===== src/rtl/core/urbf_pkg.sv =====
`timescale 1ns / 1ps

package urbf_pkg;

    localparam logic [1:0] MODE_READ  = 2'd0;
    localparam logic [1:0] MODE_WRITE = 2'd1;
    localparam logic [1:0] MODE_RX    = 2'd2;

    localparam logic [31:0] OFF_TXDATA = 32'd0;
    localparam logic [31:0] OFF_RXDATA = 32'd4;
    localparam logic [31:0] OFF_TXCTRL = 32'd8;
    localparam logic [31:0] OFF_RXCTRL = 32'd12;
    localparam logic [31:0] OFF_IE     = 32'd16;
    localparam logic [31:0] OFF_IP     = 32'd20;
    localparam logic [31:0] OFF_DIV    = 32'd24;

    localparam logic [31:0] RD_FLAG = 32'h8000_0000;

    // at most this many bytes leave per bus write
    localparam int MAX_BURST = 8;
    localparam int BURST_W   = 4;

    typedef enum logic [1:0] {
        ST_IDLE,
        ST_EXEC,
        ST_PREP,
        ST_DRAIN
    } state_t;

    typedef struct packed {
        logic [1:0]  mode;
        logic [31:0] address;
        logic [31:0] write_data;
        logic [7:0]  rx_byte;
    } item_t;

    typedef struct packed {
        logic [31:0] read_data;
        logic        tx_valid;
        logic [7:0]  tx_byte;
        logic        last;
        logic        overflow;
        logic        irq_txwm;
        logic        irq_rxwm;
    } result_t;

    typedef struct packed {
        logic       push;
        logic       pop;
        logic [7:0] wdata;
    } fifo_ctrl_t;

endpackage


===== src/rtl/core/urbf_fifo.sv =====
`timescale 1ns / 1ps

module urbf_fifo #(
    parameter int DEPTH = 8
) (
    input  logic                       clk,
    input  logic                       rst_n,
    input  urbf_pkg::fifo_ctrl_t       ctrl,
    output logic [$clog2(DEPTH+1)-1:0] fill,
    output logic [7:0]                 rdata
);
    import urbf_pkg::*;

    localparam int PW = $clog2(DEPTH);
    localparam int FW = $clog2(DEPTH + 1);
    localparam int SW = FW + 1;

    logic [7:0]    queue_mem [DEPTH];
    logic [PW-1:0] head_reg;
    logic [PW-1:0] head_next;
    logic [FW-1:0] fill_reg;
    logic [FW-1:0] fill_next;
    logic [SW-1:0] tail_sum;
    logic [PW-1:0] tail;
    logic [7:0]    rdata_reg;

    always_comb
    begin
        tail_sum = SW'(head_reg) + SW'(fill_reg);
        if (tail_sum >= SW'(DEPTH))
        begin
            tail = PW'(tail_sum - SW'(DEPTH));
        end
        else
        begin
            tail = PW'(tail_sum);
        end
    end

    always_comb
    begin
        head_next = head_reg;
        if (ctrl.pop)
        begin
            if (head_reg == PW'(DEPTH - 1))
            begin
                head_next = '0;
            end
            else
            begin
                head_next = head_reg + PW'(1);
            end
        end
        fill_next = fill_reg + FW'(ctrl.push) - FW'(ctrl.pop);
    end

    always_ff @(posedge clk or negedge rst_n)
    begin
        if (!rst_n)
        begin
            head_reg <= '0;
            fill_reg <= '0;
        end
        else
        begin
            head_reg <= head_next;
            fill_reg <= fill_next;
        end
    end

    // read port looks ahead to the new head so a pop leaves the next word ready
    always_ff @(posedge clk)
    begin
        if (ctrl.push)
        begin
            queue_mem[tail] <= ctrl.wdata;
        end
        rdata_reg <= queue_mem[head_next];
    end

    assign fill  = fill_reg;
    assign rdata = rdata_reg;

endmodule


===== src/rtl/core/uart_register_block_with_fifos.sv =====
`timescale 1ns / 1ps

// UART register file (txdata, rxdata, txctrl, rxctrl, ie, ip, div at word offsets
// 0..24 from the programmed base) with transmit and receive byte FIFOs held in
// synchronous RAMs. Pulse start while busy is low; the item is taken at that edge.
// Reads, receive-byte arrivals and writes that send nothing run through EXEC and give
// one result strobe. A write that sends bytes with txen set runs EXEC, PREP, then DRAIN
// for n bytes (n up to 8), one result per cycle; PREP is the RAM read of the FIFO
// head after the txdata write. Results are shown for one cycle only, so the
// receiver must take each strobe as it comes. The base address port is always ready.
module uart_register_block_with_fifos #(
    parameter int TX_DEPTH = 8,
    parameter int RX_DEPTH = 8
) (
    input  logic              clk,
    input  logic              rst_n,
    input  logic              start,
    input  urbf_pkg::item_t   item,
    output logic              busy,
    output logic              result_valid,
    output urbf_pkg::result_t result,
    input  logic              cfg_valid,
    output logic              cfg_ready,
    input  logic [31:0]       cfg_data
);
    import urbf_pkg::*;

    localparam int TX_FW = $clog2(TX_DEPTH + 1);
    localparam int RX_FW = $clog2(RX_DEPTH + 1);
    localparam int TX_CW = (TX_FW > 3) ? TX_FW : 3;
    localparam int RX_CW = (RX_FW > 3) ? RX_FW : 3;
    localparam int BCW   = (TX_FW > BURST_W) ? TX_FW : BURST_W;

    state_t state_reg, state_next;

    item_t        item_reg;
    logic [31:0]  offset_reg;
    logic [31:0]  base_reg;
    logic         tx_en_reg;
    logic         stop_reg;
    logic [2:0]   tx_wm_reg;
    logic         rx_en_reg;
    logic [2:0]   rx_wm_reg;
    logic [1:0]   ie_reg;
    logic [1:0]   ip_reg;
    logic [1:0]   ip_next;
    logic [15:0]  div_reg;
    logic         ovf_reg;
    logic [BURST_W-1:0] burst_reg, burst_next;
    result_t      result_reg, result_next;
    logic         result_valid_reg, result_valid_next;

    fifo_ctrl_t        tx_ctrl, rx_ctrl;
    logic [TX_FW-1:0]  tx_fill;
    logic [RX_FW-1:0]  rx_fill;
    logic [7:0]        tx_rdata, rx_rdata;

    logic              accept;
    logic              is_rd, is_wr, is_rx;
    logic              tx_full, rx_full;
    logic              ovf;
    logic [31:0]       rdata;
    logic              tx_en_new;
    logic [2:0]        tx_wm_new, rx_wm_new;
    logic [1:0]        ie_new;
    logic [TX_FW-1:0]  tx_fill_w, tx_fill_end;
    logic [RX_FW-1:0]  rx_fill_end;
    logic [BCW-1:0]    burst_calc;

    urbf_fifo #(.DEPTH(TX_DEPTH)) u_tx_fifo (
        .clk   (clk),
        .rst_n (rst_n),
        .ctrl  (tx_ctrl),
        .fill  (tx_fill),
        .rdata (tx_rdata)
    );

    urbf_fifo #(.DEPTH(RX_DEPTH)) u_rx_fifo (
        .clk   (clk),
        .rst_n (rst_n),
        .ctrl  (rx_ctrl),
        .fill  (rx_fill),
        .rdata (rx_rdata)
    );

    assign accept    = start && (state_reg == ST_IDLE);
    assign busy      = (state_reg != ST_IDLE);
    assign cfg_ready = 1'b1;

    assign is_rd   = (item_reg.mode == MODE_READ);
    assign is_wr   = (item_reg.mode == MODE_WRITE);
    assign is_rx   = (item_reg.mode == MODE_RX);
    assign tx_full = (tx_fill == TX_FW'(TX_DEPTH));
    assign rx_full = (rx_fill == RX_FW'(RX_DEPTH));

    // register read mux, values from before this item
    always_comb
    begin
        rdata = '0;
        if (is_rd)
        begin
            unique case (offset_reg)
                OFF_TXDATA: rdata = tx_full ? RD_FLAG : '0;
                OFF_RXDATA: rdata = (rx_fill != '0) ? {24'b0, rx_rdata} : RD_FLAG;
                OFF_TXCTRL: rdata = {13'b0, tx_wm_reg, 14'b0, stop_reg, tx_en_reg};
                OFF_RXCTRL: rdata = {13'b0, rx_wm_reg, 15'b0, rx_en_reg};
                OFF_IE:     rdata = {30'b0, ie_reg};
                OFF_IP:     rdata = {30'b0, ip_reg};
                OFF_DIV:    rdata = {16'b0, div_reg};
                default:    rdata = '0;
            endcase
        end
    end

    // execute-state datapath: FIFO moves (the tx pop in DRAIN), final fills and the new pending bits
    always_comb
    begin
        tx_ctrl       = '0;
        rx_ctrl       = '0;
        tx_ctrl.wdata = item_reg.write_data[7:0];
        rx_ctrl.wdata = item_reg.rx_byte;
        ovf           = 1'b0;
        tx_en_new     = tx_en_reg;
        tx_wm_new     = tx_wm_reg;
        rx_wm_new     = rx_wm_reg;
        ie_new        = ie_reg;

        if (state_reg == ST_EXEC)
        begin
            if (is_wr && offset_reg == OFF_TXDATA)
            begin
                tx_ctrl.push = !tx_full;
                ovf          = tx_full;
            end
            if (is_rx)
            begin
                rx_ctrl.push = !rx_full;
                ovf          = rx_full;
            end
            rx_ctrl.pop = is_rd && (offset_reg == OFF_RXDATA) && (rx_fill != '0);
            if (is_wr && offset_reg == OFF_TXCTRL)
            begin
                tx_en_new = item_reg.write_data[0];
                tx_wm_new = item_reg.write_data[18:16];
            end
            if (is_wr && offset_reg == OFF_RXCTRL)
            begin
                rx_wm_new = item_reg.write_data[18:16];
            end
            if (is_wr && offset_reg == OFF_IE)
            begin
                ie_new = item_reg.write_data[1:0];
            end
        end
        tx_ctrl.pop = (state_reg == ST_DRAIN);

        tx_fill_w = tx_fill + TX_FW'(tx_ctrl.push);
        if (!(is_wr && tx_en_new))
        begin
            burst_calc = '0;
        end
        else if (BCW'(tx_fill_w) > BCW'(MAX_BURST))
        begin
            burst_calc = BCW'(MAX_BURST);
        end
        else
        begin
            burst_calc = BCW'(tx_fill_w);
        end
        tx_fill_end = tx_fill_w - TX_FW'(burst_calc);
        rx_fill_end = rx_fill + RX_FW'(rx_ctrl.push) - RX_FW'(rx_ctrl.pop);

        ip_next[0] = ie_new[0] && (TX_CW'(tx_fill_end) < TX_CW'(tx_wm_new));
        ip_next[1] = ie_new[1] && (RX_CW'(rx_fill_end) > RX_CW'(rx_wm_new));
    end

    always_comb
    begin
        state_next = state_reg;
        unique case (state_reg)
            ST_IDLE:
            begin
                if (start)
                begin
                    state_next = ST_EXEC;
                end
            end
            ST_EXEC:
            begin
                state_next = (burst_calc != '0) ? ST_PREP : ST_IDLE;
            end
            ST_PREP:
            begin
                state_next = ST_DRAIN;
            end
            ST_DRAIN:
            begin
                if (burst_reg == BURST_W'(1))
                begin
                    state_next = ST_IDLE;
                end
            end
            default:
            begin
                state_next = ST_IDLE;
            end
        endcase
    end

    always_comb
    begin
        result_valid_next = 1'b0;
        result_next       = '0;
        burst_next        = burst_reg;
        unique case (state_reg)
            ST_EXEC:
            begin
                burst_next = BURST_W'(burst_calc);
                if (burst_calc == '0)
                begin
                    result_valid_next     = 1'b1;
                    result_next.read_data = rdata;
                    result_next.last      = 1'b1;
                    result_next.overflow  = ovf;
                    result_next.irq_txwm  = ip_next[0];
                    result_next.irq_rxwm  = ip_next[1];
                end
            end
            ST_DRAIN:
            begin
                burst_next            = burst_reg - BURST_W'(1);
                result_valid_next     = 1'b1;
                result_next.tx_valid  = 1'b1;
                result_next.tx_byte   = tx_rdata;
                result_next.last      = (burst_reg == BURST_W'(1));
                result_next.overflow  = ovf_reg;
                result_next.irq_txwm  = ip_reg[0];
                result_next.irq_rxwm  = ip_reg[1];
            end
            default:
            begin
                result_valid_next = 1'b0;
            end
        endcase
    end

    always_ff @(posedge clk or negedge rst_n)
    begin
        if (!rst_n)
        begin
            state_reg        <= ST_IDLE;
            result_valid_reg <= 1'b0;
            burst_reg        <= '0;
            base_reg         <= '0;
            tx_en_reg        <= 1'b0;
            stop_reg         <= 1'b0;
            tx_wm_reg        <= '0;
            rx_en_reg        <= 1'b0;
            rx_wm_reg        <= '0;
            ie_reg           <= '0;
            ip_reg           <= '0;
            div_reg          <= '0;
            ovf_reg          <= 1'b0;
        end
        else
        begin
            state_reg        <= state_next;
            result_valid_reg <= result_valid_next;
            burst_reg        <= burst_next;
            if (cfg_valid && cfg_ready)
            begin
                base_reg <= cfg_data;
            end
            if (state_reg == ST_EXEC)
            begin
                tx_en_reg <= tx_en_new;
                tx_wm_reg <= tx_wm_new;
                rx_wm_reg <= rx_wm_new;
                ie_reg    <= ie_new;
                ip_reg    <= ip_next;
                ovf_reg   <= ovf;
                if (is_wr && offset_reg == OFF_TXCTRL)
                begin
                    stop_reg <= item_reg.write_data[1];
                end
                if (is_wr && offset_reg == OFF_RXCTRL)
                begin
                    rx_en_reg <= item_reg.write_data[0];
                end
                if (is_wr && offset_reg == OFF_DIV)
                begin
                    div_reg <= item_reg.write_data[15:0];
                end
            end
        end
    end

    always_ff @(posedge clk)
    begin
        if (accept)
        begin
            item_reg   <= item;
            offset_reg <= item.address - base_reg;
        end
        result_reg <= result_next;
    end

    assign result_valid = result_valid_reg;
    assign result       = result_reg;

endmodule


===== config.mk =====
export PLATFORM = sky130hd
export DESIGN_NAME = uart_register_block_with_fifos
export DESIGN_NICKNAME = d
export VERILOG_FILES = /design/src/rtl/core/urbf_pkg.sv /design/src/rtl/core/urbf_fifo.sv /design/src/rtl/core/uart_register_block_with_fifos.sv
export SDC_FILE = /design/constraint.sdc
export NUM_CORES = 1
export LEC_CHECK = 0
export BUFFER_PORTS_ARGS = -buffer_cell sky130_fd_sc_hd__buf_2
export CAP_MARGIN = 20
export CELL_PAD_IN_SITES_DETAIL_PLACEMENT = 2
export CELL_PAD_IN_SITES_GLOBAL_PLACEMENT = 2
export CORE_MARGIN = 5
export CORE_UTILIZATION = 44
export CTS_BUF_LIST = sky130_fd_sc_hd__clkbuf_2
export DETAILED_ROUTE_END_ITERATION = 12
export PLACE_DENSITY = 0.95
export SLEW_MARGIN = 10
export SYNTH_ARGS = -nofsm -noshare
export SYNTH_HDL_FRONTEND = slang
export SYNTH_SLANG_ARGS = --single-unit
export TNS_END_PERCENT = 5

===== constraint.sdc =====
create_clock -name clk -period 9.37 [get_ports clk]
set_input_delay 0.937 -clock clk [delete_from_list [all_inputs] [get_ports clk]]
set_output_delay 0.937 -clock clk [all_outputs]
set_load 0.01 [all_outputs]

==> reports/results.ini <==
[drt]
drc_errors=0
drt-initial-drc-count=675
drt_pass1_iterations=5
routed_wl_um=49510
vias=10582
vias_per_cell=5.683
ant_nets=0
drt-wirelength-per-cell_um=26.59

[clock_tree]
cts_tree=yes
cts_max_path_buffers=3
htreeDepth=3
clk_latency_ps=1000
post_cts_buffers=0
cts_buffers=85
clock-sinks=321
cts-resized-gates=0
clock-root-buffer=clkbuf_2
clk_pin_slew_ps=160
cts-hold-fix-buffers=1

[synthesis]
syn_area_per_cell_um2=11.74
synthCells=1194
yosysUniqueCellTypes=64
synthArstFlopShare=0.2586
synthesis.area_mm2=0.01401
ys.flop_type=edfxtp_1
yosysSeqAreaShare=0.6232
ys_ff_latch=321
synth_edf_count=189
synth_warnings=0

[timing]
setup_viol=0
tightest_slew_ps=1153
period_share=0.5324
period_needed_ps=4989
rsz0062_at_grt=false
slew_violations=0
max_freq_mhz=200.5
fin_setup_tns_ps=0
finClkSkew_ps=171.1
hold_violations=0
relSlewSlack=0.2313

[power]
p_per_area_mw_per_mm2=200.1
p_int_mw=2.217
power_leakage_nw=7.012
clock_power_share=0.359
combPwrFrac=0.133
switchingPower_mw=0.9839
seq_power_share=0.508
peakVddDrop_v=0.0001042
swShare=0.3074

[placement]
portBuffers=131
place_area_mm2=0.01506
gp_congestion=0.8244
dp_hpwl_um=31250

[global_route]
grt_max_degree=63
antenna_found_initial=3
grt_pass1_wl_um=75270
track_usage=0.2763
grt_pass1_vias=12313
gr-total-overflow=0

[finish]
fin_util=0.5082
drive_above_1_share=0.2298
multi_input_area_mm2=0.004791
fillers=3157
synthToLayoutAreaGrowth_pct=14.12
regArea_mm2=0.008733
nets=1558
finalInstanceArea_mm2=0.01599

[setup_path]
arrival_ps=5780
cp_max_fo=8
worst-r2r-cell-count=17
worstPathRequired_ps=10160
end_kind=register
startpoint_type=register
worst-setup-path-type=register to register

[floorplanning]
core_mm2=0.03147
rows=65
start_util=0.4453
dieArea_mm2=0.03552
die_h_um=188.5
pin_count=158
die_x_um=188.5

[run_status]
run_status=completed

[worst_hold_path]
min_path_cells=1
hold_class=input port to register

[job]
maxCapViolCount=0

==> metal layers <==
metal | vias up | routed length, um | global-route usage | part of all wire
li1 | 4634 | - | - | -
met1 | 5431 | 19210 | 0.3189 | 0.39
met2 | 395 | 26140 | 0.4997 | 0.53
met3 | 120 | 2421 | 0.05539 | 0.049
met4 | 2 | 1730 | 0.1180 | 0.035
met5 | - | 13 | 0 | 0.00026
==> kinds of logic after synthesis <==
family,count (synthesis),share of synthesized area
compound gates,185,0.08124
xor+xnor,40,0.02500
fa+ha+maj,62,0.05803
buf+inv,126,0.04017
flops,321,0.6232
mux,50,0.03928
other cells,2,0.0005359
simple gates,408,0.1326
==> final timing paths <==
path | from | to | slack, ps
setup reg to reg | offset_reg[12] | result[1] | 4380
max in group asynchronous | rst_n | state_reg[0] | 7530
min in group asynchronous | rst_n | base_reg[6] | 610
setup / recovery | offset_reg[12] | result[1] | 4380
hold reg to reg | u_rx_fifo.rdata[0] | result[13] | 460
hold / removal | item[1] | item_reg[1] | 110
==> stage by stage <==
step           hold WS [ps]  power, mW  cells  setup slack (ps)
2_1_floorplan         417.4      1.887   1205              5381
3_3_place_gp          455.1      1.984   1698              4871
3_5_place_dp          444.1      2.045   1698              4574
4_1_cts               16.02      3.221   1858              4449
5_1_grt               34.13      3.348   1862              3976
6_report              112.6      3.201   1862              4381
==> placed cells by master, fill, tap and decap left out, types with 4 or more instances in the layout <==
master / count
nand2b_1: 10
ha_1: 57
nand4_1: 6
clkbuf_2: 134
nor3_1: 16
o21a_1: 5
a21oi_1: 40
o21ai_0: 67
fa_1: 5
nor2b_1: 5
a22oi_1: 7
nand3_1: 46
mux2_2: 30
xnor2_1: 24
nand2_1: 206
bufinv_16: 4
buf_2: 130
dfxtp_1: 49
a31oi_1: 6
dfrtp_1: 83
inv_1: 73
a21o_1: 18
o211ai_1: 9
buf_4: 13
and3_1: 28
a32oi_1: 8
conb_1: 13
xor2_1: 16
nor4_1: 11
edfxtp_1: 189
mux2i_1: 18
clkinv_1: 14
nor2_1: 54
==> final cells by class <==
type | instances | share of cell area
clock inverter | 25 | 0.01361
sequential | 321 | 0.5460
inverter | 74 | 0.01752
tap | 402 | 0.03145
clock buffer | 134 | 0.04193
antenna | 2 | 0.0003129
timing repair buffer | 146 | 0.04960
multi-input combinational | 758 | 0.2995
==> Yosys cell counts, drive strengths merged (24+ instances only) <==
master  instances  area [um2]
dfxtp          49       980.9
nand2         206       773.2
clkbuf         29       110.1
xnor2          24       210.2
edfxtp        189        5675
o21ai          68       340.3
a21oi          41       205.2
ha             57       713.2
inv            74       280.3
mux2           30       337.8
nand3          46       230.2
dfrtp          83        2077
nor2           56       217.7
and3           28       175.2
==> power groups by stage <==
stage	Sequential (mW)	Clock, mW	Combinational (mW)
after floorplan	1.63	0	0.261
after global placement	1.64	0	0.345
after detailed placement	1.65	0	0.393
after CTS	1.62	1.17	0.422
after global routing	1.63	1.26	0.459
final	1.62	1.15	0.426
==> worst max-delay path, cell delays in order (launching register included) <==
cell       delay (ps)
edfxtp_1          400
nor4_1            550
nand4_1           420
nor2_4            310
nand2_1           180
nor2_1            290
ha_1              250
nand3_1           100
xnor2_1           230
nor4_1            470
ha_1              290
fa_1              440
inv_1              80
ha_1              220
a21boi_0          120
o21ai_0           150
nand4_1           150
o2bb2ai_1         190
Note: power is estimated with default switching activity, not from simulation.
